==> config.mk <==
export PLATFORM = sky130hd
export DESIGN_NAME = gss_token_header_parser_unit_flat
export DESIGN_NICKNAME = d
export VERILOG_FILES = /design/src/hw/rtl/gtp_pkg.sv /design/src/hw/rtl/gtp_if.sv /design/src/hw/rtl/gss_token_header_parser_unit.sv /design/src/flat_wrapper.sv
export VERILOG_INCLUDE_DIRS = /design/src /design/src/hw/rtl
export SDC_FILE = /design/constraint.sdc
export NUM_CORES = 1
export LEC_CHECK = 0
export BUFFER_PORTS_ARGS = -buffer_cell sky130_fd_sc_hd__buf_2
export CAP_MARGIN = 40
export CORE_MARGIN = 8
export CORE_UTILIZATION = 45
export CTS_BUF_LIST = sky130_fd_sc_hd__clkbuf_2
export DETAILED_ROUTE_END_ITERATION = 16
export SYNTH_ARGS = -nofsm -noshare
export SYNTH_HDL_FRONTEND = slang
export SYNTH_SLANG_ARGS = --single-unit
export TNS_END_PERCENT = 30
==> constraint.sdc <==
create_clock -name clk_i -period 17 [get_ports clk_i]
set_input_delay 2.55 -clock clk_i [delete_from_list [all_inputs] [get_ports clk_i]]
set_output_delay 2.55 -clock clk_i [all_outputs]
set_load 0.01 [all_outputs]
==> src/hw/rtl/gss_token_header_parser_unit_assert.svh <==
// Assertion macros for the token header parser.
`ifndef GSS_TOKEN_HEADER_PARSER_UNIT_ASSERT_SVH
`define GSS_TOKEN_HEADER_PARSER_UNIT_ASSERT_SVH

`ifndef SYNTH
// Same-cycle implication, checked out of reset.
`define GTP_ASSERT_IMPL(label, clk, rst_n, lhs, rhs) \
  label: assert property (@(posedge clk) disable iff (!rst_n) (lhs) |-> (rhs)) \
    else $error("token header parser: same-cycle check failed");
// Next-cycle implication, checked out of reset.
`define GTP_ASSERT_NEXT(label, clk, rst_n, lhs, rhs) \
  label: assert property (@(posedge clk) disable iff (!rst_n) (lhs) |=> (rhs)) \
    else $error("token header parser: next-cycle check failed");
`else
`define GTP_ASSERT_IMPL(label, clk, rst_n, lhs, rhs)
`define GTP_ASSERT_NEXT(label, clk, rst_n, lhs, rhs)
`endif

`endif

==> src/hw/rtl/gtp_pkg.sv <==
// Types and constants of the token header parser.
package gtp_pkg;

  // Limits of the length fields and of the compared OID.
  localparam int unsigned MaxLenBytes = 4;
  localparam int unsigned MaxOidBytes = 16;
  localparam int unsigned ExpOidBytes = 16;

  // Tag values of the token framing.
  localparam logic [7:0] OuterTagByte = 8'h60;
  localparam logic [7:0] OidTagByte   = 8'h06;

  // Parser phase.
  typedef enum logic [3:0] {
    PhTag,
    PhOuterLen1,
    PhOuterLenMore,
    PhOidTag,
    PhOidLen1,
    PhOidLenMore,
    PhOidBytes,
    PhPayload,
    PhErr
  } phase_e;

  // Token status reported on the final byte.
  typedef enum logic [2:0] {
    StOk,
    StBadOuterTag,
    StBadOuterLen,
    StLenMismatch,
    StBadOidTag,
    StBadOidLen,
    StOidDiffers
  } status_e;

  // Label of each passed-through byte.
  typedef enum logic [1:0] {
    KindHeader,
    KindOid,
    KindPayload,
    KindDiscard
  } byte_kind_e;

  // Configuration register indexes.
  typedef enum logic [1:0] {
    RegCheckOid,
    RegExpOidLen,
    RegExpOidLow,
    RegExpOidHigh
  } cfg_reg_e;

endpackage

==> src/hw/rtl/gtp_if.sv <==
// Stream interfaces carrying token bytes in and labeled bytes out.
interface gtp_in_if;
  logic       valid;
  logic       ready;
  logic [7:0] data_byte;
  logic       last;

  modport source (output valid, output data_byte, output last, input ready);
  modport sink (input valid, input data_byte, input last, output ready);
endinterface

interface gtp_out_if;
  logic       valid;
  logic       ready;
  logic [7:0] byte_out;
  logic [1:0] byte_kind;
  logic       done_res;
  logic [2:0] status;

  modport source (output valid, output byte_out, output byte_kind, output done_res,
                  output status, input ready);
  modport sink (input valid, input byte_out, input byte_kind, input done_res,
                input status, output ready);
endinterface

==> src/hw/rtl/gss_token_header_parser_unit.sv <==
// An accepted word is written into the result register at the edge that accepts it.
// Throughput: one word per cycle while the result register is free or drains; the parser state and the result
// register update together. A new word is taken whenever the result register is empty or is being drained.
// Reset (rst_ni low, asynchronous) returns the parser to expect an outer tag,
// empties the result register and loads the configuration reset values.
`include "gss_token_header_parser_unit_assert.svh"

module gss_token_header_parser_unit
  import gtp_pkg::*;
#(
  parameter int unsigned MAX_LEN_BYTES = MaxLenBytes
) (
  input  logic         clk_i,
  input  logic         rst_ni,
  gtp_in_if.sink       in_if,
  gtp_out_if.source    out_if,
  input  logic         cfg_we_i,
  input  logic [1:0]   cfg_index_i,
  input  logic [63:0]  cfg_wdata_i
);

  localparam int unsigned LenCntW = $clog2(MAX_LEN_BYTES + 1);

  // Configuration registers.
  logic        check_oid_q;
  logic [4:0]  exp_len_q;
  logic [63:0] exp_low_q;
  logic [63:0] exp_high_q;

  // Parser state.
  phase_e               phase_q, phase_d;
  logic [LenCntW-1:0]   len_left_q, len_left_d;
  logic [31:0]          len_acc_q, len_acc_d;
  logic [31:0]          outer_rem_q, outer_rem_d;
  logic [31:0]          oid_rem_q, oid_rem_d;
  logic [4:0]           oid_idx_q, oid_idx_d;
  logic                 oid_mism_q, oid_mism_d;
  status_e              err_q, err_d;

  // Result register.
  logic        out_valid_q;
  logic [7:0]  byte_out_q;
  byte_kind_e  kind_q, kind_d;
  logic        done_q;
  status_e     status_q, status_d;

  logic        in_accept;
  logic [7:0]  b;
  logic        outer_known;
  logic        lf_long;
  logic [6:0]  lf_cnt;
  logic        lf_bad;
  logic        lm_over;
  logic [31:0] lm_acc;
  logic [LenCntW-1:0] lm_left;
  logic        oid_len_done;
  logic [31:0] oid_len_val;
  logic        oid_finish;
  logic [127:0] exp_oid;
  logic [7:0]  exp_byte;

  // Handshake: take a word when the result register is free or drains now.
  assign in_if.ready = !out_valid_q || out_if.ready;
  assign in_accept   = in_if.valid && in_if.ready;
  assign b           = in_if.data_byte;

  // Configuration writes.
  always_ff @(posedge clk_i or negedge rst_ni) begin
    if (!rst_ni) begin
      check_oid_q <= 1'b1;
      exp_len_q   <= '0;
      exp_low_q   <= '0;
      exp_high_q  <= '0;
    end else if (cfg_we_i) begin
      case (cfg_reg_e'(cfg_index_i))
        RegCheckOid:   check_oid_q <= cfg_wdata_i[0];
        RegExpOidLen:  exp_len_q   <= cfg_wdata_i[4:0];
        RegExpOidLow:  exp_low_q   <= cfg_wdata_i;
        RegExpOidHigh: exp_high_q  <= cfg_wdata_i;
        default: ;
      endcase
    end
  end

  // Length field helpers shared by the outer and the OID length.
  assign lf_long = b[7];
  assign lf_cnt  = b[6:0];
  assign lf_bad  = (lf_cnt == 7'd0) || (lf_cnt > 7'(MAX_LEN_BYTES));
  assign lm_over = len_acc_q > 32'h00FF_FFFF;
  assign lm_acc  = {len_acc_q[23:0], b};
  assign lm_left = (len_left_q != '0) ? len_left_q - LenCntW'(1) : len_left_q;

  // Expected OID byte at the current index.
  assign exp_oid  = {exp_high_q, exp_low_q};
  assign exp_byte = exp_oid[oid_idx_q[3:0]*8 +: 8];

  // Next parser state and the result for the incoming word.
  always_comb begin
    phase_d      = phase_q;
    len_left_d   = len_left_q;
    len_acc_d    = len_acc_q;
    outer_rem_d  = outer_rem_q;
    oid_rem_d    = oid_rem_q;
    oid_idx_d    = oid_idx_q;
    oid_mism_d   = oid_mism_q;
    err_d        = err_q;
    kind_d       = KindHeader;
    status_d     = StOk;
    oid_len_done = 1'b0;
    oid_len_val  = '0;
    oid_finish   = 1'b0;

    outer_known = (phase_q >= PhOidTag && phase_q <= PhPayload) ||
                  (phase_q == PhErr && err_q >= StLenMismatch);

    // Every byte after the outer length counts against it.
    if (outer_known) begin
      if (outer_rem_q == '0) begin
        if (err_q == StOk || err_q >= StBadOidTag) begin
          err_d = StLenMismatch;
        end
        phase_d = PhErr;
      end else begin
        outer_rem_d = outer_rem_q - 32'd1;
      end
    end

    case (phase_d)
      PhTag: begin
        if (b != OuterTagByte) begin
          if (err_d == StOk) err_d = StBadOuterTag;
          phase_d = PhErr;
        end else begin
          phase_d = PhOuterLen1;
        end
      end
      PhOuterLen1: begin
        if (!lf_long) begin
          outer_rem_d = {25'd0, lf_cnt};
          phase_d     = PhOidTag;
        end else if (lf_bad) begin
          if (err_d == StOk) err_d = StBadOuterLen;
          phase_d = PhErr;
        end else begin
          len_left_d = LenCntW'(lf_cnt);
          len_acc_d  = '0;
          phase_d    = PhOuterLenMore;
        end
      end
      PhOuterLenMore: begin
        if (lm_over) begin
          if (err_d == StOk) err_d = StBadOuterLen;
          phase_d = PhErr;
        end else begin
          len_acc_d  = lm_acc;
          len_left_d = lm_left;
          if (lm_left == '0) begin
            outer_rem_d = lm_acc;
            phase_d     = PhOidTag;
          end
        end
      end
      PhOidTag: begin
        if (b != OidTagByte) begin
          if (err_d == StOk) err_d = StBadOidTag;
          phase_d = PhErr;
        end else begin
          phase_d = PhOidLen1;
        end
      end
      PhOidLen1: begin
        if (!lf_long) begin
          oid_len_done = 1'b1;
          oid_len_val  = {25'd0, lf_cnt};
        end else if (lf_bad) begin
          if (err_d == StOk) err_d = StBadOidLen;
          phase_d = PhErr;
        end else begin
          len_left_d = LenCntW'(lf_cnt);
          len_acc_d  = '0;
          phase_d    = PhOidLenMore;
        end
      end
      PhOidLenMore: begin
        if (lm_over) begin
          if (err_d == StOk) err_d = StBadOidLen;
          phase_d = PhErr;
        end else begin
          len_acc_d  = lm_acc;
          len_left_d = lm_left;
          if (lm_left == '0) begin
            oid_len_done = 1'b1;
            oid_len_val  = lm_acc;
          end
        end
      end
      PhOidBytes: begin
        kind_d = KindOid;
        if (oid_idx_q >= exp_len_q || oid_idx_q >= 5'(MaxOidBytes) || exp_byte != b) begin
          oid_mism_d = 1'b1;
        end
        if (oid_idx_q < 5'd31) begin
          oid_idx_d = oid_idx_q + 5'd1;
        end
        if (oid_rem_q != '0) begin
          oid_rem_d = oid_rem_q - 32'd1;
        end
        if (oid_rem_d == '0) begin
          oid_finish = 1'b1;
        end
      end
      PhPayload: begin
        kind_d = KindPayload;
      end
      default: begin
        kind_d = KindDiscard;
      end
    endcase

    // A complete OID length must fit in the rest of the token.
    if (oid_len_done) begin
      if (oid_len_val > outer_rem_d) begin
        if (err_d == StOk) err_d = StBadOidLen;
        phase_d = PhErr;
      end else begin
        oid_rem_d  = oid_len_val;
        oid_idx_d  = '0;
        oid_mism_d = 1'b0;
        if (oid_len_val == '0) begin
          oid_finish = 1'b1;
        end else begin
          phase_d = PhOidBytes;
        end
      end
    end

    // End of the OID: compare its length and bytes when enabled.
    if (oid_finish) begin
      if (check_oid_q && (oid_mism_d || oid_idx_d != exp_len_q)) begin
        if (err_d == StOk) err_d = StOidDiffers;
        phase_d = PhErr;
      end else begin
        phase_d = PhPayload;
      end
    end

    // Final word: report the status and start over.
    if (in_if.last) begin
      if (err_d != StOk) begin
        status_d = err_d;
        if (err_d >= StBadOidTag && outer_rem_d != '0) begin
          status_d = StLenMismatch;
        end
      end else if (phase_d == PhTag || phase_d == PhOuterLen1 ||
                   phase_d == PhOuterLenMore) begin
        status_d = StBadOuterLen;
      end else if (outer_rem_d != '0) begin
        status_d = StLenMismatch;
      end else if (phase_d == PhOidTag) begin
        status_d = StBadOidTag;
      end else if (phase_d != PhPayload) begin
        status_d = StBadOidLen;
      end else begin
        status_d = StOk;
      end
      phase_d     = PhTag;
      len_left_d  = '0;
      len_acc_d   = '0;
      outer_rem_d = '0;
      oid_rem_d   = '0;
      oid_idx_d   = '0;
      oid_mism_d  = 1'b0;
      err_d       = StOk;
    end
  end

  // Parser state registers.
  always_ff @(posedge clk_i or negedge rst_ni) begin
    if (!rst_ni) begin
      phase_q     <= PhTag;
      len_left_q  <= '0;
      len_acc_q   <= '0;
      outer_rem_q <= '0;
      oid_rem_q   <= '0;
      oid_idx_q   <= '0;
      oid_mism_q  <= 1'b0;
      err_q       <= StOk;
    end else if (in_accept) begin
      phase_q     <= phase_d;
      len_left_q  <= len_left_d;
      len_acc_q   <= len_acc_d;
      outer_rem_q <= outer_rem_d;
      oid_rem_q   <= oid_rem_d;
      oid_idx_q   <= oid_idx_d;
      oid_mism_q  <= oid_mism_d;
      err_q       <= err_d;
    end
  end

  // Result valid flag.
  always_ff @(posedge clk_i or negedge rst_ni) begin
    if (!rst_ni) begin
      out_valid_q <= 1'b0;
    end else if (in_accept) begin
      out_valid_q <= 1'b1;
    end else if (out_if.ready) begin
      out_valid_q <= 1'b0;
    end
  end

  // Result payload.
  always_ff @(posedge clk_i) begin
    if (in_accept) begin
      byte_out_q <= b;
      kind_q     <= kind_d;
      done_q     <= in_if.last;
      status_q   <= status_d;
    end
  end

  assign out_if.valid     = out_valid_q;
  assign out_if.byte_out  = byte_out_q;
  assign out_if.byte_kind = kind_q;
  assign out_if.done_res  = done_q;
  assign out_if.status    = status_q;

  // A status other than ok appears only on the final word.
  `GTP_ASSERT_IMPL(a_status_on_last, clk_i, rst_ni, out_valid_q && !done_q, status_q == StOk)
  // A recorded error always parks the parser in the error phase.
  `GTP_ASSERT_IMPL(a_err_phase, clk_i, rst_ni, err_q != StOk, phase_q == PhErr)
  // After a final word the parser is back at the start of a token.
  `GTP_ASSERT_NEXT(a_clear_after_last, clk_i, rst_ni, in_accept && in_if.last,
                   phase_q == PhTag && err_q == StOk && outer_rem_q == '0)
  // Every accepted word fills the result register.
  `GTP_ASSERT_NEXT(a_result_filled, clk_i, rst_ni, in_accept, out_valid_q)

endmodule
==> src/flat_wrapper.sv <==
// flat-port wrapper written by rule: the top's interface ports become plain ports
module gss_token_header_parser_unit_flat import gtp_pkg::*;
#(
  parameter int unsigned MAX_LEN_BYTES = MaxLenBytes
)
  (clk_i, rst_ni, cfg_we_i, cfg_index_i, cfg_wdata_i, in_if_valid, in_if_data_byte, in_if_last, in_if_ready, out_if_valid, out_if_byte_out, out_if_byte_kind, out_if_done_res, out_if_status, out_if_ready);
  gtp_in_if in_if_i ();
  gtp_out_if out_if_i ();
  input  logic clk_i;
  input  logic rst_ni;
  input  logic cfg_we_i;
  input  logic [1:0] cfg_index_i;
  input  logic [63:0] cfg_wdata_i;
  input wire logic [$bits(in_if_i.valid)-1:0] in_if_valid;
  input wire logic [$bits(in_if_i.data_byte)-1:0] in_if_data_byte;
  input wire logic [$bits(in_if_i.last)-1:0] in_if_last;
  output wire logic [$bits(in_if_i.ready)-1:0] in_if_ready;
  output wire logic [$bits(out_if_i.valid)-1:0] out_if_valid;
  output wire logic [$bits(out_if_i.byte_out)-1:0] out_if_byte_out;
  output wire logic [$bits(out_if_i.byte_kind)-1:0] out_if_byte_kind;
  output wire logic [$bits(out_if_i.done_res)-1:0] out_if_done_res;
  output wire logic [$bits(out_if_i.status)-1:0] out_if_status;
  input wire logic [$bits(out_if_i.ready)-1:0] out_if_ready;
  assign in_if_i.valid = in_if_valid;
  assign in_if_i.data_byte = in_if_data_byte;
  assign in_if_i.last = in_if_last;
  assign in_if_ready = in_if_i.ready;
  assign out_if_valid = out_if_i.valid;
  assign out_if_byte_out = out_if_i.byte_out;
  assign out_if_byte_kind = out_if_i.byte_kind;
  assign out_if_done_res = out_if_i.done_res;
  assign out_if_status = out_if_i.status;
  assign out_if_i.ready = out_if_ready;
  gss_token_header_parser_unit #(.MAX_LEN_BYTES(MAX_LEN_BYTES)) u_core (.clk_i(clk_i), .rst_ni(rst_ni), .in_if(in_if_i), .out_if(out_if_i), .cfg_we_i(cfg_we_i), .cfg_index_i(cfg_index_i), .cfg_wdata_i(cfg_wdata_i));
endmodule
# --- Yosys cells after proc, flatten, opt, wreduce, memory -nomap -nowiden ---
# Index checks and enable logic that the tools add are counted.
op_classes:
  n_addsub: 4
  magnitude_cmp: 11
  eq_ne: 22
  shift: 1
  n_mux: 97
  reduce_logical: 41
op_table:
  columns: ["operator", "count"]
  rows:
  - ["two-way mux 32 bit", 18]
  - ["one-hot mux 32 bit (2 select lines)", 3]
  - ["indexed part select 128 x 8 -> 8 bit", 1]
  - ["two-way mux 3 bit", 33]
  - ["logical NOT 32 bit", 3]
  - ["two-way mux 4 bit", 17]
  - ["nonzero test 32 bit", 2]
  - ["subtractor 32 x 1 -> 32 bit, second input constant", 2]
  - ["greater-than comparator 32 x 24 -> 1 bit, second input constant", 1]
  - ["greater-than comparator 32 bit", 1]
  - ["two-way mux 5 bit", 5]
  - ["one-hot mux 4 bit (6 select lines)", 1]
  - ["one-hot mux 3 bit (6 select lines)", 1]
  - ["equality test 4 x 2 -> 1 bit, second input constant", 4]
  - ["equality test 4 x 3 -> 1 bit, second input constant", 4]
  - ["logical NOT 3 bit", 5]
  - ["two-way mux 1 bit", 15]
  - ["logical OR 1 bit", 9]
  - ["nonzero test 3 bit", 3]
  - ["equality test 4 x 1 -> 1 bit, second input constant", 2]
  - ["logical NOT 4 bit", 2]
  - ["inequality test 8 x 3 -> 1 bit, second input constant", 1]
  - ["inequality test 8 x 7 -> 1 bit, second input constant", 1]
  - ["inequality test 8 bit", 1]
  - ["other kinds (30)", 41]
word_totals:
  regBits: 261
  inputBits: 80
  output_inout_bits: 16
  word_cells: 193

# --- Logic depth before layout (Yosys ltp) ---
# Gate-level depths: netlist (run 1).
logic_depth:
  depth_word: 22
  depth_mapped: 24
  ltp_nobuf: 21

# --- Worst setup path after synthesis (run 1) ---
# OpenSTA, ideal clock, no wires.
synth_path:
  path_kind: "input to register"
  startpoint: "input port in_if_data_byte[7]"
  endpoint: "register u_core.status_q[0], in the netlist u_core.out_if.status[0] (data pin)"
  setup_ps: 259
  arrival_time_ps: 6355
  required_ps: 16741
  slack_ps: 10386
  path_stages: 18
  path_buffers: 3
  path_cell_list: "clkbuf_1 a22o_1 a21oi_4 buf_2 buf_1 nor2_1 a31oi_1 ha_1 a21oi_1 o21ai_0 a32o_1 o41ai_1 a22oi_1 nand2_1 inv_1 a2111oi_0 a21oi_1 o31a_1"
synth_via:
  elab_chain_cells: 17
  word_cells_on_any_way: 68
  cone_classes: "order compare: 2; eq/ne: 8; mux: 46; reduce/logical: 12"
synth_lines:
  columns: ["element", "line_no", "text"]
  rows:
  - ["from (decl)", "flat_wrapper.sv:15", "input wire logic [$bits(in_if_i.data_byte)-1:0] in_if_data_byte;"]
  - ["two-way mux 32 bit, on equally long branches", "gss_token_header_parser_unit.sv:191, gss_token_header_parser_unit.sv:157", null]
  - ["two-way mux 32 bit, on equally long branches", "gss_token_header_parser_unit.sv:185, gss_token_header_parser_unit.sv:151", null]
  - ["one-hot mux 32 bit (2 select lines)", "gss_token_header_parser_unit.sv:128", "case (phase_d)"]
  - ["greater-than comparator 32 bit", "gss_token_header_parser_unit.sv:222", "if (oid_len_val > outer_rem_d) begin"]
  - ["two-way mux 5 bit", "gss_token_header_parser_unit.sv:222", null]
  - ["two-way mux 5 bit", "gss_token_header_parser_unit.sv:221", "if (oid_len_done) begin"]
  - ["inequality test 5 bit", "gss_token_header_parser_unit.sv:239", "if (check_oid_q && (oid_mism_d || oid_idx_d != exp_len_q)) begin"]
  - ["logical OR 1 bit", "gss_token_header_parser_unit.sv:239", null]
  - ["logical AND 1 bit", "gss_token_header_parser_unit.sv:239", null]
  - ["two-way mux 4 bit", "gss_token_header_parser_unit.sv:239", null]
  - ["two-way mux 4 bit", "gss_token_header_parser_unit.sv:238", "if (oid_finish) begin"]
  - ["inequality test 4 x 3 -> 1 bit", "gss_token_header_parser_unit.sv:261", "end else if (phase_d != PhPayload) begin"]
  - ["two-way mux 3 bit", "gss_token_header_parser_unit.sv:261", null]
  - ["two-way mux 3 bit", "gss_token_header_parser_unit.sv:259", "end else if (phase_d == PhOidTag) begin"]
  - ["two-way mux 3 bit", "gss_token_header_parser_unit.sv:257", "end else if (outer_rem_d != '0) begin"]
  - ["two-way mux 3 bit", "gss_token_header_parser_unit.sv:254", "end else if (phase_d == PhTag || phase_d == PhOuterLen1 ||"]
  - ["two-way mux 3 bit (*)", "gss_token_header_parser_unit.sv:249", "if (err_d != StOk) begin"]
  - ["to (signal assigned)", "gss_token_header_parser_unit.sv:317", "status_q <= status_d;"]
  - ["to (decl)", "gss_token_header_parser_unit.sv:45", "status_e status_q, status_d;"]
# Every way passes the cells marked *; elsewhere a longest branch is shown, timed or not.
# A chain may end at the register's enable or synchronous reset.

# --- Final worst setup path (run 1) ---
layout_path:
  startpoint: "register u_core.outer_rem_q[23]"
  endpoint: "register u_core.status_q[1], in the netlist u_core.out_if.status[1] (data pin)"
layout_via:
  elab_chain_cells: 20
  word_cells_on_any_way: 83
  cone_classes: "add/sub: 1; order compare: 2; eq/ne: 10; mux: 56; reduce/logical: 14"
layout_lines:
  columns: ["element", "line_no", "text"]
  rows:
  - ["from (decl)", "gss_token_header_parser_unit.sv:34", "logic [31:0] outer_rem_q, outer_rem_d;"]
  - ["from (signal assigned)", "gss_token_header_parser_unit.sv:292", "outer_rem_q <= outer_rem_d;"]
  - ["parallel branches: the longest is 19 deep, another holds subtractor 32 x 1 -> 32 bit", null, null]
  - ["two-way mux 3 bit (*)", "gss_token_header_parser_unit.sv:249", null]
# Every way passes the cells marked *.

==> results of run 1 <==
## cell usage after synthesis, types with 14 or more instances
master	count
or3_1	19
nor2_1	83
mux2i_1	30
nand2b_1	19
a22oi_1	24
nor4_1	33
nor3_1	32
o21ai_0	148
xnor2_1	25
mux4_2	20
nand2_1	198
inv_1	38
mux2_2	143
xor2_1	32
a21oi_1	69
clkbuf_1	78
ha_1	43
dfrtp_1	246
edfxtp_1	14
a31oi_1	16
nand4_1	19
nand3_1	26
and2_1	44
## cell type report
cell class / instances / area, um2 / share of cell area (%)
antenna: 1 / 2.50 / 0.0142
clock buffer: 117 / 586 / 3.32
clock inverter: 15 / 86.3 / 0.490
inverter: 40 / 150 / 0.851
multi-input combinational: 1240 / 8890 / 50.4
sequential: 261 / 6600 / 37.4
tap: 461 / 577 / 3.27
timing repair buffer: 122 / 741 / 4.20
## placed cells by master (no fill, tap or decap), types with 19 or more instances in the layout
master	Yosys	layout
or3_1	19	19
clkbuf_2	0	117
a21oi_1	69	69
and2_1	44	44
buf_4	5	21
mux2i_1	30	30
mux4_2	20	20
dfrtp_1	246	245
buf_2	10	94
mux2_2	143	143
ha_1	43	43
nand4_1	19	19
nor2_1	83	83
nor3_1	32	31
nor4_1	33	33
inv_1	38	38
xnor2_1	25	25
a22oi_1	24	24
nand2_1	198	196
xor2_1	32	32
o21ai_0	148	148
nand3_1	26	25
## stage by stage
step	util, %	power, mW	hold WS [ns]	worst slack (ns)	area [um2]
after global placement	47.7	1.00	0.466	9.52	16900
final	49.9	1.47	0.491	10.09	17600
after CTS	49.9	1.50	0.493	10.08	17600
after floorplan	-	0.915	0.450	10.39	16000
after global routing	49.9	1.56	0.524	9.58	17600
after detailed placement	48.0	1.02	0.476	9.29	17000
## sequential cells by signal (all words and copies together), names as in the netlist, 5 cells and up
name,flops
u_core.outer_rem_q,32
u_core.exp_high_q,64
u_core.oid_idx_q,5
u_core.out_if.byte_out,8
u_core.oid_rem_q,32
u_core.exp_low_q,64
u_core.exp_len_q,5
u_core.len_acc_q,32
## power breakdown
part	switching, mW	internal (mW)
Clock	0.285	0.185
Sequential	0.0398	0.693
Combinational	0.151	0.120
## kinds of logic (layout without fill, tap and decap cells)
| family | Yosys count | after routing | synth area share (%) |
|---|---|---|---|
| XOR/XNOR | 57 | 57 | 3.11 |
| buffers and inverters | 140 | 294 | 3.62 |
| flip-flops | 261 | 261 | 41.2 |
| multiplexers | 197 | 197 | 15.4 |
| AND/OR/NAND/NOR | 543 | 543 | 17.3 |
| other | 0 | 1 | 0 |
| adder cells (fa/ha/maj) | 43 | 43 | 3.35 |
| AO/OA/AOI/OAI | 400 | 400 | 16.1 |
## how the worst max path moves through the flow
| stage | start | end | depth (start not counted) |
|---|---|---|---|
| detailed placement | in_if_data_byte[7] | u_core.out_if.status[1] | 15 |
| global route | u_core.outer_rem_q[7] | u_core.out_if.status[2] | 19 |
| global placement | in_if_data_byte[7] | u_core.out_if.status[1] | 15 |
| floorplan | in_if_data_byte[7] | u_core.out_if.status[0] | 18 |
| CTS | u_core.outer_rem_q[22] | u_core.out_if.status[2] | 19 |
| finish | u_core.outer_rem_q[23] | u_core.out_if.status[1] | 18 |
## worst reg2reg max path: stages, from the launching register on
cell and delay [ns]:
dfrtp_1 0.43, nor4_1 0.40, nor4b_2 0.43, and3_1 0.81, nand3_4 0.29, a21oi_4 0.67, a21oi_1 0.23, a21oi_1 0.26
ha_1 0.20, nand4_1 0.13, nor4_1 0.63, o41ai_1 0.22, a22o_1 0.37, nand2_1 0.58, a311oi_1 0.24, a211oi_2 0.28
or2_4 0.20, a31oi_1 0.08, o21a_1 0.17
## per-layer routing
metal / up-vias / share of wire (%)
li1: 6294 / -
met1: 6738 / 45
met2: 491 / 46
met3: 118 / 6.4
met4: 8 / 2.9
met5: - / 0.086
==> flow_summary_export.csv, run 1 <==
group,metric,value,unit
drt,drt-total-wl,49000,um
timing,post-route-period-util,40.7,%
critical_path,worst-setup-path-type,"reg -> reg",
critical_path,cp_slowest_cell,"and3_1",
timing,fin_tns_setup,0,ns
critical_path,reg2reg_from,"u_core.outer_rem_q[23]",
job,cap_viol_max_count,0,
critical_path,path_buf_inv,0,
drt,vias_per_cell,6.05,
global_routing,use_met3,4.44,%
clocking,cts_sinks,261,
timing,fin_crit,6.91,ns
global_routing,busiest_layer,"met2",
cells_and_area,fill_cells,3317,
drt,wl_per_cell,21.7,um
floorplan,core,0.0353,mm2
synth,synth_area,0.0160,mm2
global_routing,grt_pass1_wl,77700,um
timing,finClkSkew,0.100,ns
synth,synth_largest_area_cell,"dfrtp_1",
synth,avgSynthCellArea,9.78,um2
timing,slew_headroom,38.5,%
critical_path,cp_cell_sequence,"nor4_1 -> nor4b_2 -> and3_1 -> nand3_4 -> a21oi_4 -> a21oi_1 -> a21oi_1 -> ha_1 -> nand4_1 -> nor4_1 -> o41ai_1 -> a22o_1 -> nand2_1 -> a311oi_1 -> a211oi_2 -> or2_4 -> a31oi_1 -> o21a_1",
clocking,clkSlewWorstSetupHoldPaths,0.11,ns
global_routing,grt_pass1_vias,13694,
synth,syn_nets,1764,
timing,worstMarginPinSlew,0.922,ns
drt,drtAntennaViolNets,0,
worst_hold_path,min_path_cells,2,
clocking,root_buffer,"clkbuf_2",
critical_path,end_kind,"flop",
synth,synth_top_flop_cell,"dfrtp_1",
run_status,status,"complete, no violations",
global_routing,grt-ovfl-total,0,
clocking,cts_max_level,3,
place,dpl.cell_count,2124,
timing,rsz0062_at_grt,"no",
synth,seq_area_frac_synth,41.2,%
timing,max_clock_freq,145,MHz
synth,synth_area_leaders,"dfrtp_1 38%, mux2_2 10%, nand2_1 4.6%, o21ai_0 4.6%, ha_1 3.4%",
synth,async_reset_ff_share,94.6,%
global_routing,antenna_found_initial,5,
synth,syn_inst,1641,
clocking,cts_tree,"done",
global_routing,grt_util_all_layers,23.3,%
drt,firstDrtPassIters,5,
clocking,numCtsBuffers,75,
synth,synth_edf_count,14,
critical_path,rr_worst_depth,18,
critical_path,startpoint_type,"flop",
clocking,post-cts-setup-buffers,0,
clocking,holdBufCountCts,0,
floorplan,chipHeight,205,um
cells_and_area,final_nets,1863,
floorplan,ios,96,
clocking,clockBufferDepth,3,
drt,drt_iter0_markers,1004,
floorplan,start_util,45.4,%
place,dp_hpwl,34500,um
critical_path,cp_max_fo,28,
synth,ys_types,92,
clocking,clock_latency,0.98,ns
timing,hold_viol,0,
place,gp_congestion,0.953,
synth,ys_warn_count,0,
critical_path,cp.arrival,7.59,ns
floorplan,num_rows,69,
power_and_ir_drop,ir_worst_vdd,0.0589,mV
drt,drc,0,
timing,slew_viol_final,0,
global_routing,use_met2,36.6,%
floorplan,fp.dieW,205,um
synth,synth_top_area_share,38.4,%
worst_hold_path,hp-class,"reg -> reg",
global_routing,use_met1,31.6,%
cells_and_area,area_growth,9.94,%
critical_path,r2r_slack,10.09,ns
synth,synth_seq_cells,261,
critical_path,path_delay_family,"simple AND/OR/NAND/NOR gates",
place,io_buffer_count,95,
power_and_ir_drop,pwr_density_cell,83.6,mW/mm2
timing,finalSetupViolCount,0,
worst_hold_path,hold_path_end,"u_core.len_acc_q[30]",
cells_and_area,fin_cells,2257,
global_routing,grt_start_max_net_pins,116,
critical_path,critical-path-max-stage-delay,0.81,ns
power_and_ir_drop,total_leakage_power,7.56,nW
clocking,ctsResizeCount,0,
worst_hold_path,hold_start,"u_core.len_acc_q[30]",
critical_path,cp.required,17.68,ns
floorplan,die-area,0.0419,mm2
cells_and_area,drive_gt1_share,25.0,%
critical_path,r2r_end,"u_core.out_if.status[1]",
drt,vias,13649,
(Power assumes the default switching activity.)
==> run 2: changes to the inputs <==
Clock period 17 ns to 6.35 ns, I/O delays scaled along.
==> run 2 against run 1 <==
  * Die area is the same
  * Clock skew shrank 0.014 ns
  * Sequential cell count is the same
  * Sequential share of layout area shrank 0.18 points
  * Final cell count grew 0.27%
  * First-iteration DRC count grew 12%
  * Global-route usage shrank 0.10 points
  * Combinational power grew to 2.7 times the previous value
  * Power grew to 2.7 times the previous value
  * Critical path depth grew 1
  * Cell area grew 0.48%
  * Sequential power grew to 2.7 times the previous value
==> flow_summary_export.csv, run 2 (synthesis results as in run 1) <==
group,metric,value,unit
drt,vias,13608,
floorplan,start_util,45.4,%
floorplan,chipHeight,205,um
place,postPlaceCellArea,0.0170,mm2
place,dp_hpwl,34600,um
cells_and_area,fin_area,0.0177,mm2
global_routing,grt_pass1_wl,77200,um
cells_and_area,drive_gt1_share,25.1,%
power_and_ir_drop,pwr_density_cell,222,mW/mm2
clocking,cts_sinks,261,
worst_hold_path,hp-class,"in -> async",
clocking,cts_max_level,3,
global_routing,antenna_found_initial,6,
cells_and_area,area_growth,10.5,%
clocking,cts_tree,"done",
power_and_ir_drop,total_leakage_power,7.60,nW
clocking,root_buffer,"clkbuf_2",
clocking,post-cts-setup-buffers,0,
timing,fin_crit,5.83,ns
critical_path,cp.required,7.07,ns
drt,drtAntennaViolNets,0,
timing,finClkSkew,0.0863,ns
clocking,numCtsBuffers,73,
global_routing,grt_util_all_layers,23.2,%
cells_and_area,final_nets,1876,
critical_path,r2r_slack,0.52,ns
timing,max_clock_freq,172,MHz
cells_and_area,final_common_cell,"dfrtp_1",
floorplan,die-area,0.0419,mm2
global_routing,use_met3,5.12,%
cells_and_area,final_cell_mix,"245 x dfrtp_1, 196 x nand2_1, 148 x o21ai_0",
job,cap_viol_max_count,0,
place,io_buffer_count,95,
global_routing,busiest_layer,"met2",
power_and_ir_drop,ir_worst_vdd,0.163,mV
power_and_ir_drop,total_power,3.94,mW
critical_path,cp_max_fo,7,
critical_path,end_kind,"flop",
place,dp_slack,0.426,ns
clocking,clock_latency,0.96,ns
critical_path,cp.arrival,6.54,ns
clocking,clockBufferDepth,3,
timing,worstMarginPinSlew,1.05,ns
floorplan,ios,96,
drt,drc,0,
global_routing,use_met2,36.5,%
place,gp_congestion,0.944,
drt,firstDrtPassIters,5,
global_routing,grt_pass1_vias,13555,
floorplan,core,0.0353,mm2
cells_and_area,reg_top3,"u_core.exp_high_q (64), u_core.exp_low_q (64)",
timing,hold_viol,0,
floorplan,fp.dieW,205,um
drt,wl_per_cell,21.7,um
global_routing,grt-ovfl-total,0,
drt,drt-total-wl,49100,um
clocking,clkSlewWorstSetupHoldPaths,0.10,ns
critical_path,worst-setup-path-type,"reg -> reg",
cells_and_area,fill_cells,3324,
run_status,status,"complete, no violations",
critical_path,startpoint_type,"flop",
floorplan,num_rows,69,
timing,final.setup.worst_slack,0.525,ns
drt,vias_per_cell,6.01,
timing,post-route-period-util,91.7,%
global_routing,use_met1,30.5,%
timing,finalSetupViolCount,0,
timing,slew_viol_final,0,
global_routing,grt_start_max_net_pins,128,
timing,slew_headroom,29.2,%
drt,drt_iter0_markers,1128,
run 2: what timing repair did:
item / in CTS / in global routing
gates resized for setup: 0 / 2
endpoints found under the setup margin: 0 / 3
hold buffers: 0 / 0
run 2: stage by stage:
step / utilization, % / hold slack [ns] / instances / TNS, ns
2_1_floorplan: - / 0.450 / 1641 / 0
3_3_place_gp: 48.2 / 0.462 / 2136 / 0
3_5_place_dp: 48.3 / 0.478 / 2138 / 0
4_1_cts: 50.1 / 0.0537 / 2260 / 0
5_1_grt: 50.2 / 0.141 / 2262 / -0.0158
6_report: 50.2 / 0.112 / 2263 / 0
run 2: area by class of cell:
| class | instances | area [um2] | area share (%) |
|---|---|---|---|
| diodes | 2 | 5.00 | 0.0282 |
| clock buffers | 104 | 520 | 2.94 |
| clock inverters | 18 | 134 | 0.755 |
| inverters | 40 | 150 | 0.847 |
| multi-input cells | 1241 | 8900 | 50.3 |
| flip-flops and latches | 261 | 6600 | 37.3 |
| well taps | 461 | 577 | 3.25 |
| repair buffers | 136 | 826 | 4.66 |
run 2: per-layer routing:
layer | share of wire [%] | wire length (um) | up-vias
li1 | - | - | 6306
met1 | 43 | 21200 | 6676
met2 | 46 | 22800 | 499
met3 | 6.7 | 3270 | 119
met4 | 3.8 | 1850 | 8
met5 | 0.094 | 46 | -
run 2: where the power goes:
group / internal (mW) / leakage [nW] / switching, mW
Clock: 0.518 / 0.490 / 0.728
Sequential: 1.85 / 3.29 / 0.106
Combinational: 0.330 / 3.82 / 0.404
run 2: critical path: stages (launching register included):
cell and delay, ns:
dfrtp_1 0.43, or4_1 0.61, or3_1 0.47, nand2b_1 0.18, a2111oi_1 0.57, nand2_1 0.15, xnor2_1 0.15, a22oi_1 0.38
ha_1 0.20, nand4_1 0.18, a2111oi_0 0.42, nor4_1 0.11, buf_4 0.16, a22o_1 0.29, a211o_1 0.33, a2bb2o_4 0.22
a211oi_2 0.32, or2_4 0.20, a31oi_1 0.08, o21a_1 0.17
run 2: final timing paths:
kind	startpoint	endpoint	depth (start not counted)
max	u_core.outer_rem_q[19]	u_core.out_if.status[1]	19
min reg2reg	u_core.len_acc_q[27]	u_core.len_acc_q[27]	2
max reg2reg	u_core.outer_rem_q[19]	u_core.out_if.status[1]	19
min in group clk_i	cfg_wdata_i[58]	u_core.exp_high_q[58]	2
min	rst_ni	u_core.len_acc_q[28]	1
max in group asynchronous	rst_ni	u_core.oid_rem_q[3]	2
==> run 3: changes to the inputs <==
Settings changed: CORE_ASPECT_RATIO set to 2.
==> run 3 against run 2 <==
  * The run now ends with negative hold slack left
  * Non-clock buffer count fell by 1
  * Register-to-register slack got worse by 0.16 ns
  * Global-route usage increased by 0.49 points
  * Sequential power hardly changed
  * Via count up 0.13%
  * Final cell count shrank 1.4%
  * Combinational power up 3%
  * Clock power down 12%
  * Critical endpoint is now u_core.out_if.status[2]
==> flow_summary_export.csv, run 3 (synthesis results as in run 1) <==
group,metric,value,unit
drt,firstDrtPassIters,6,
cells_and_area,final_cell_mix,"245 x dfrtp_1, 196 x nand2_1, 148 x o21ai_0",
timing,max_clock_freq,167,MHz
worst_hold_path,hp-class,"in -> async",
cells_and_area,reg_top3,"u_core.exp_high_q (64), u_core.exp_low_q (64)",
cells_and_area,final_nets,1862,
drt,wl_per_cell,22.7,um
critical_path,cp_max_fo,15,
clocking,clockBufferDepth,3,
critical_path,path_buf_inv,2,
place,dp_slack,0.127,ns
timing,post-route-period-util,94.2,%
place,dpl.cell_count,2125,
job,cap_viol_max_count,0,
floorplan,start_util,45.3,%
drt,drtAntennaViolNets,0,
power_and_ir_drop,pwr_density_cell,216,mW/mm2
place,io_buffer_count,95,
timing,fin_tns_setup,0,ns
place,dp_hpwl,36200,um
global_routing,grt-ovfl-total,0,
floorplan,die-area,0.0423,mm2
timing,slew_headroom,35.3,%
timing,fin_hold_ws,-0.0149,ns
global_routing,grt_start_max_net_pins,137,
cells_and_area,fin_cells,2232,
clocking,cts_max_level,2,
floorplan,ios,96,
timing,finalSetupViolCount,0,
run_status,violations,"negative hold slack",
global_routing,grt_pass1_wl,79700,um
clocking,post-cts-setup-buffers,0,
critical_path,critical-path-max-stage-delay,0.54,ns
cells_and_area,drive_gt1_share,24.2,%
timing,rsz0062_at_grt,"no",
global_routing,grt_pass1_vias,13992,
power_and_ir_drop,total_leakage_power,7.54,nW
timing,hold_viol,5,
place,gp_congestion,0.935,
critical_path,cp_cell_sequence,"or4_4 -> nor3b_4 -> and3_1 -> buf_4 -> a211o_1 -> nor2_1 -> xnor2_1 -> o21ai_0 -> inv_1 -> ha_1 -> a21o_1 -> nand3_1 -> a2111oi_0 -> nor4_2 -> a22o_1 -> a211o_1 -> a2bb2o_4 -> a211oi_2 -> o21ai_0 -> a21boi_1 -> a21oi_1",
drt,drt-total-wl,50600,um
timing,worstMarginPinSlew,0.970,ns
critical_path,cp_slowest_cell,"or4_4",
global_routing,grt_util_all_layers,23.7,%
drt,drt_iter0_markers,1023,
cells_and_area,final_core_util,49.8,%
critical_path,path_delay_family,"compound AO/OA/AOI/OAI gates",
drt,vias_per_cell,6.10,
cells_and_area,final_common_cell,"dfrtp_1",
clocking,cts_tree,"done",
timing,finClkSkew,0.0444,ns
timing,slew_viol_final,0,
clocking,clock_latency,0.95,ns
clocking,cts_sinks,261,
critical_path,cp.arrival,6.65,ns
clocking,root_buffer,"clkbuf_2",
global_routing,antenna_found_initial,3,
floorplan,num_rows,98,
critical_path,worst-setup-path-type,"reg -> reg",
drt,drc,0,
clocking,numCtsBuffers,60,
timing,final.setup.worst_slack,0.366,ns
critical_path,end_kind,"flop",
floorplan,core,0.0354,mm2
drt,vias,13626,
run_status,status,"finished, violations left",
critical_path,cp.required,7.01,ns
cells_and_area,area_growth,9.91,%
power_and_ir_drop,ir_worst_vdd,0.136,mV
floorplan,chipHeight,283,um
clocking,clkSlewWorstSetupHoldPaths,0.12,ns
timing,fin_crit,5.98,ns
floorplan,fp.dieW,150,um
critical_path,startpoint_type,"flop",
==> run 3: cell count changes in the layout (fill, tap and decap cells not counted), sizes merged <==
cell,delta
clkinvlp,-2
bufinv,-1
dlymetal6s2s,+1
clkbuf,-15
diode,+1
inv,-2
buf,-2
==> run 3: through the flow <==
step	power (mW)	area, um2	hold WS, ns
2_1_floorplan	2.45	16000	0.450
3_3_place_gp	2.70	17000	0.465
3_5_place_dp	2.74	17000	0.471
4_1_cts	3.85	17600	0.000306
5_1_grt	4.03	17600	0.0328
6_report	3.81	17600	-0.0149
==> run 3: worst reg2reg max path, cell delays in order (launching register included) <==
cell and delay [ns]:
dfrtp_1 0.48, or4_4 0.54, nor3b_4 0.31, and3_1 0.28
buf_4 0.26, a211o_1 0.34, nor2_1 0.09, xnor2_1 0.13
o21ai_0 0.38, inv_1 0.14, ha_1 0.33, a21o_1 0.11
nand3_1 0.08, a2111oi_0 0.47, nor4_2 0.16, a22o_1 0.35
a211o_1 0.35, a2bb2o_4 0.22, a211oi_2 0.27, o21ai_0 0.13
a21boi_1 0.21, a21oi_1 0.09
==> run 3: timing repair <==
action                                  CTS  global route
hold buffers                              0             0
gates resized for setup                   0             3
endpoints found under the setup margin    0             5
==> run 3: cell type report <==
cell class                 count  area, um2
timing repair buffer         135        848
tap                          450        563
clock buffer                  89        445
fill                        3338      17800
inverter                      40        150
clock inverter                13       92.6
multi-input combinational   1241       8920
sequential                   261       6600
antenna                        3       7.51
==> run 3: worst paths after layout <==
kind / from / endpoint / slack, ns / cells past startpoint
worst max-delay path: u_core.outer_rem_q[5] / u_core.out_if.status[2] / 0.37 / 21
worst min-delay path: rst_ni / u_core.outer_rem_q[22] / -0.01 / 1
worst max register to register: u_core.outer_rem_q[5] / u_core.out_if.status[2] / 0.37 / 21
worst min register to register: u_core.len_acc_q[30] / u_core.len_acc_q[30] / 0.49 / 2
max in group asynchronous: rst_ni / u_core.exp_high_q[24] / 5.09 / 2
min in group clk_i: in_if_valid / u_core.out_if.valid / 0.21 / 2
==> run 3: power by group <==
part | total, mW | switching, mW | internal (mW)
logic | 0.753 | 0.420 | 0.333
clock network | 1.10 | 0.681 | 0.416
registers | 1.96 | 0.103 | 1.85
total | 3.81 | 1.20 | 2.60
==> run 3: per-layer routing <==
metal,vias up,global-route usage [%],wire (um)
li1,6252,-,-
met1,6783,30.7,21300
met2,484,38.8,24700
met3,107,3.35,2770
met4,0,9.57,1790
met5,-,0,0
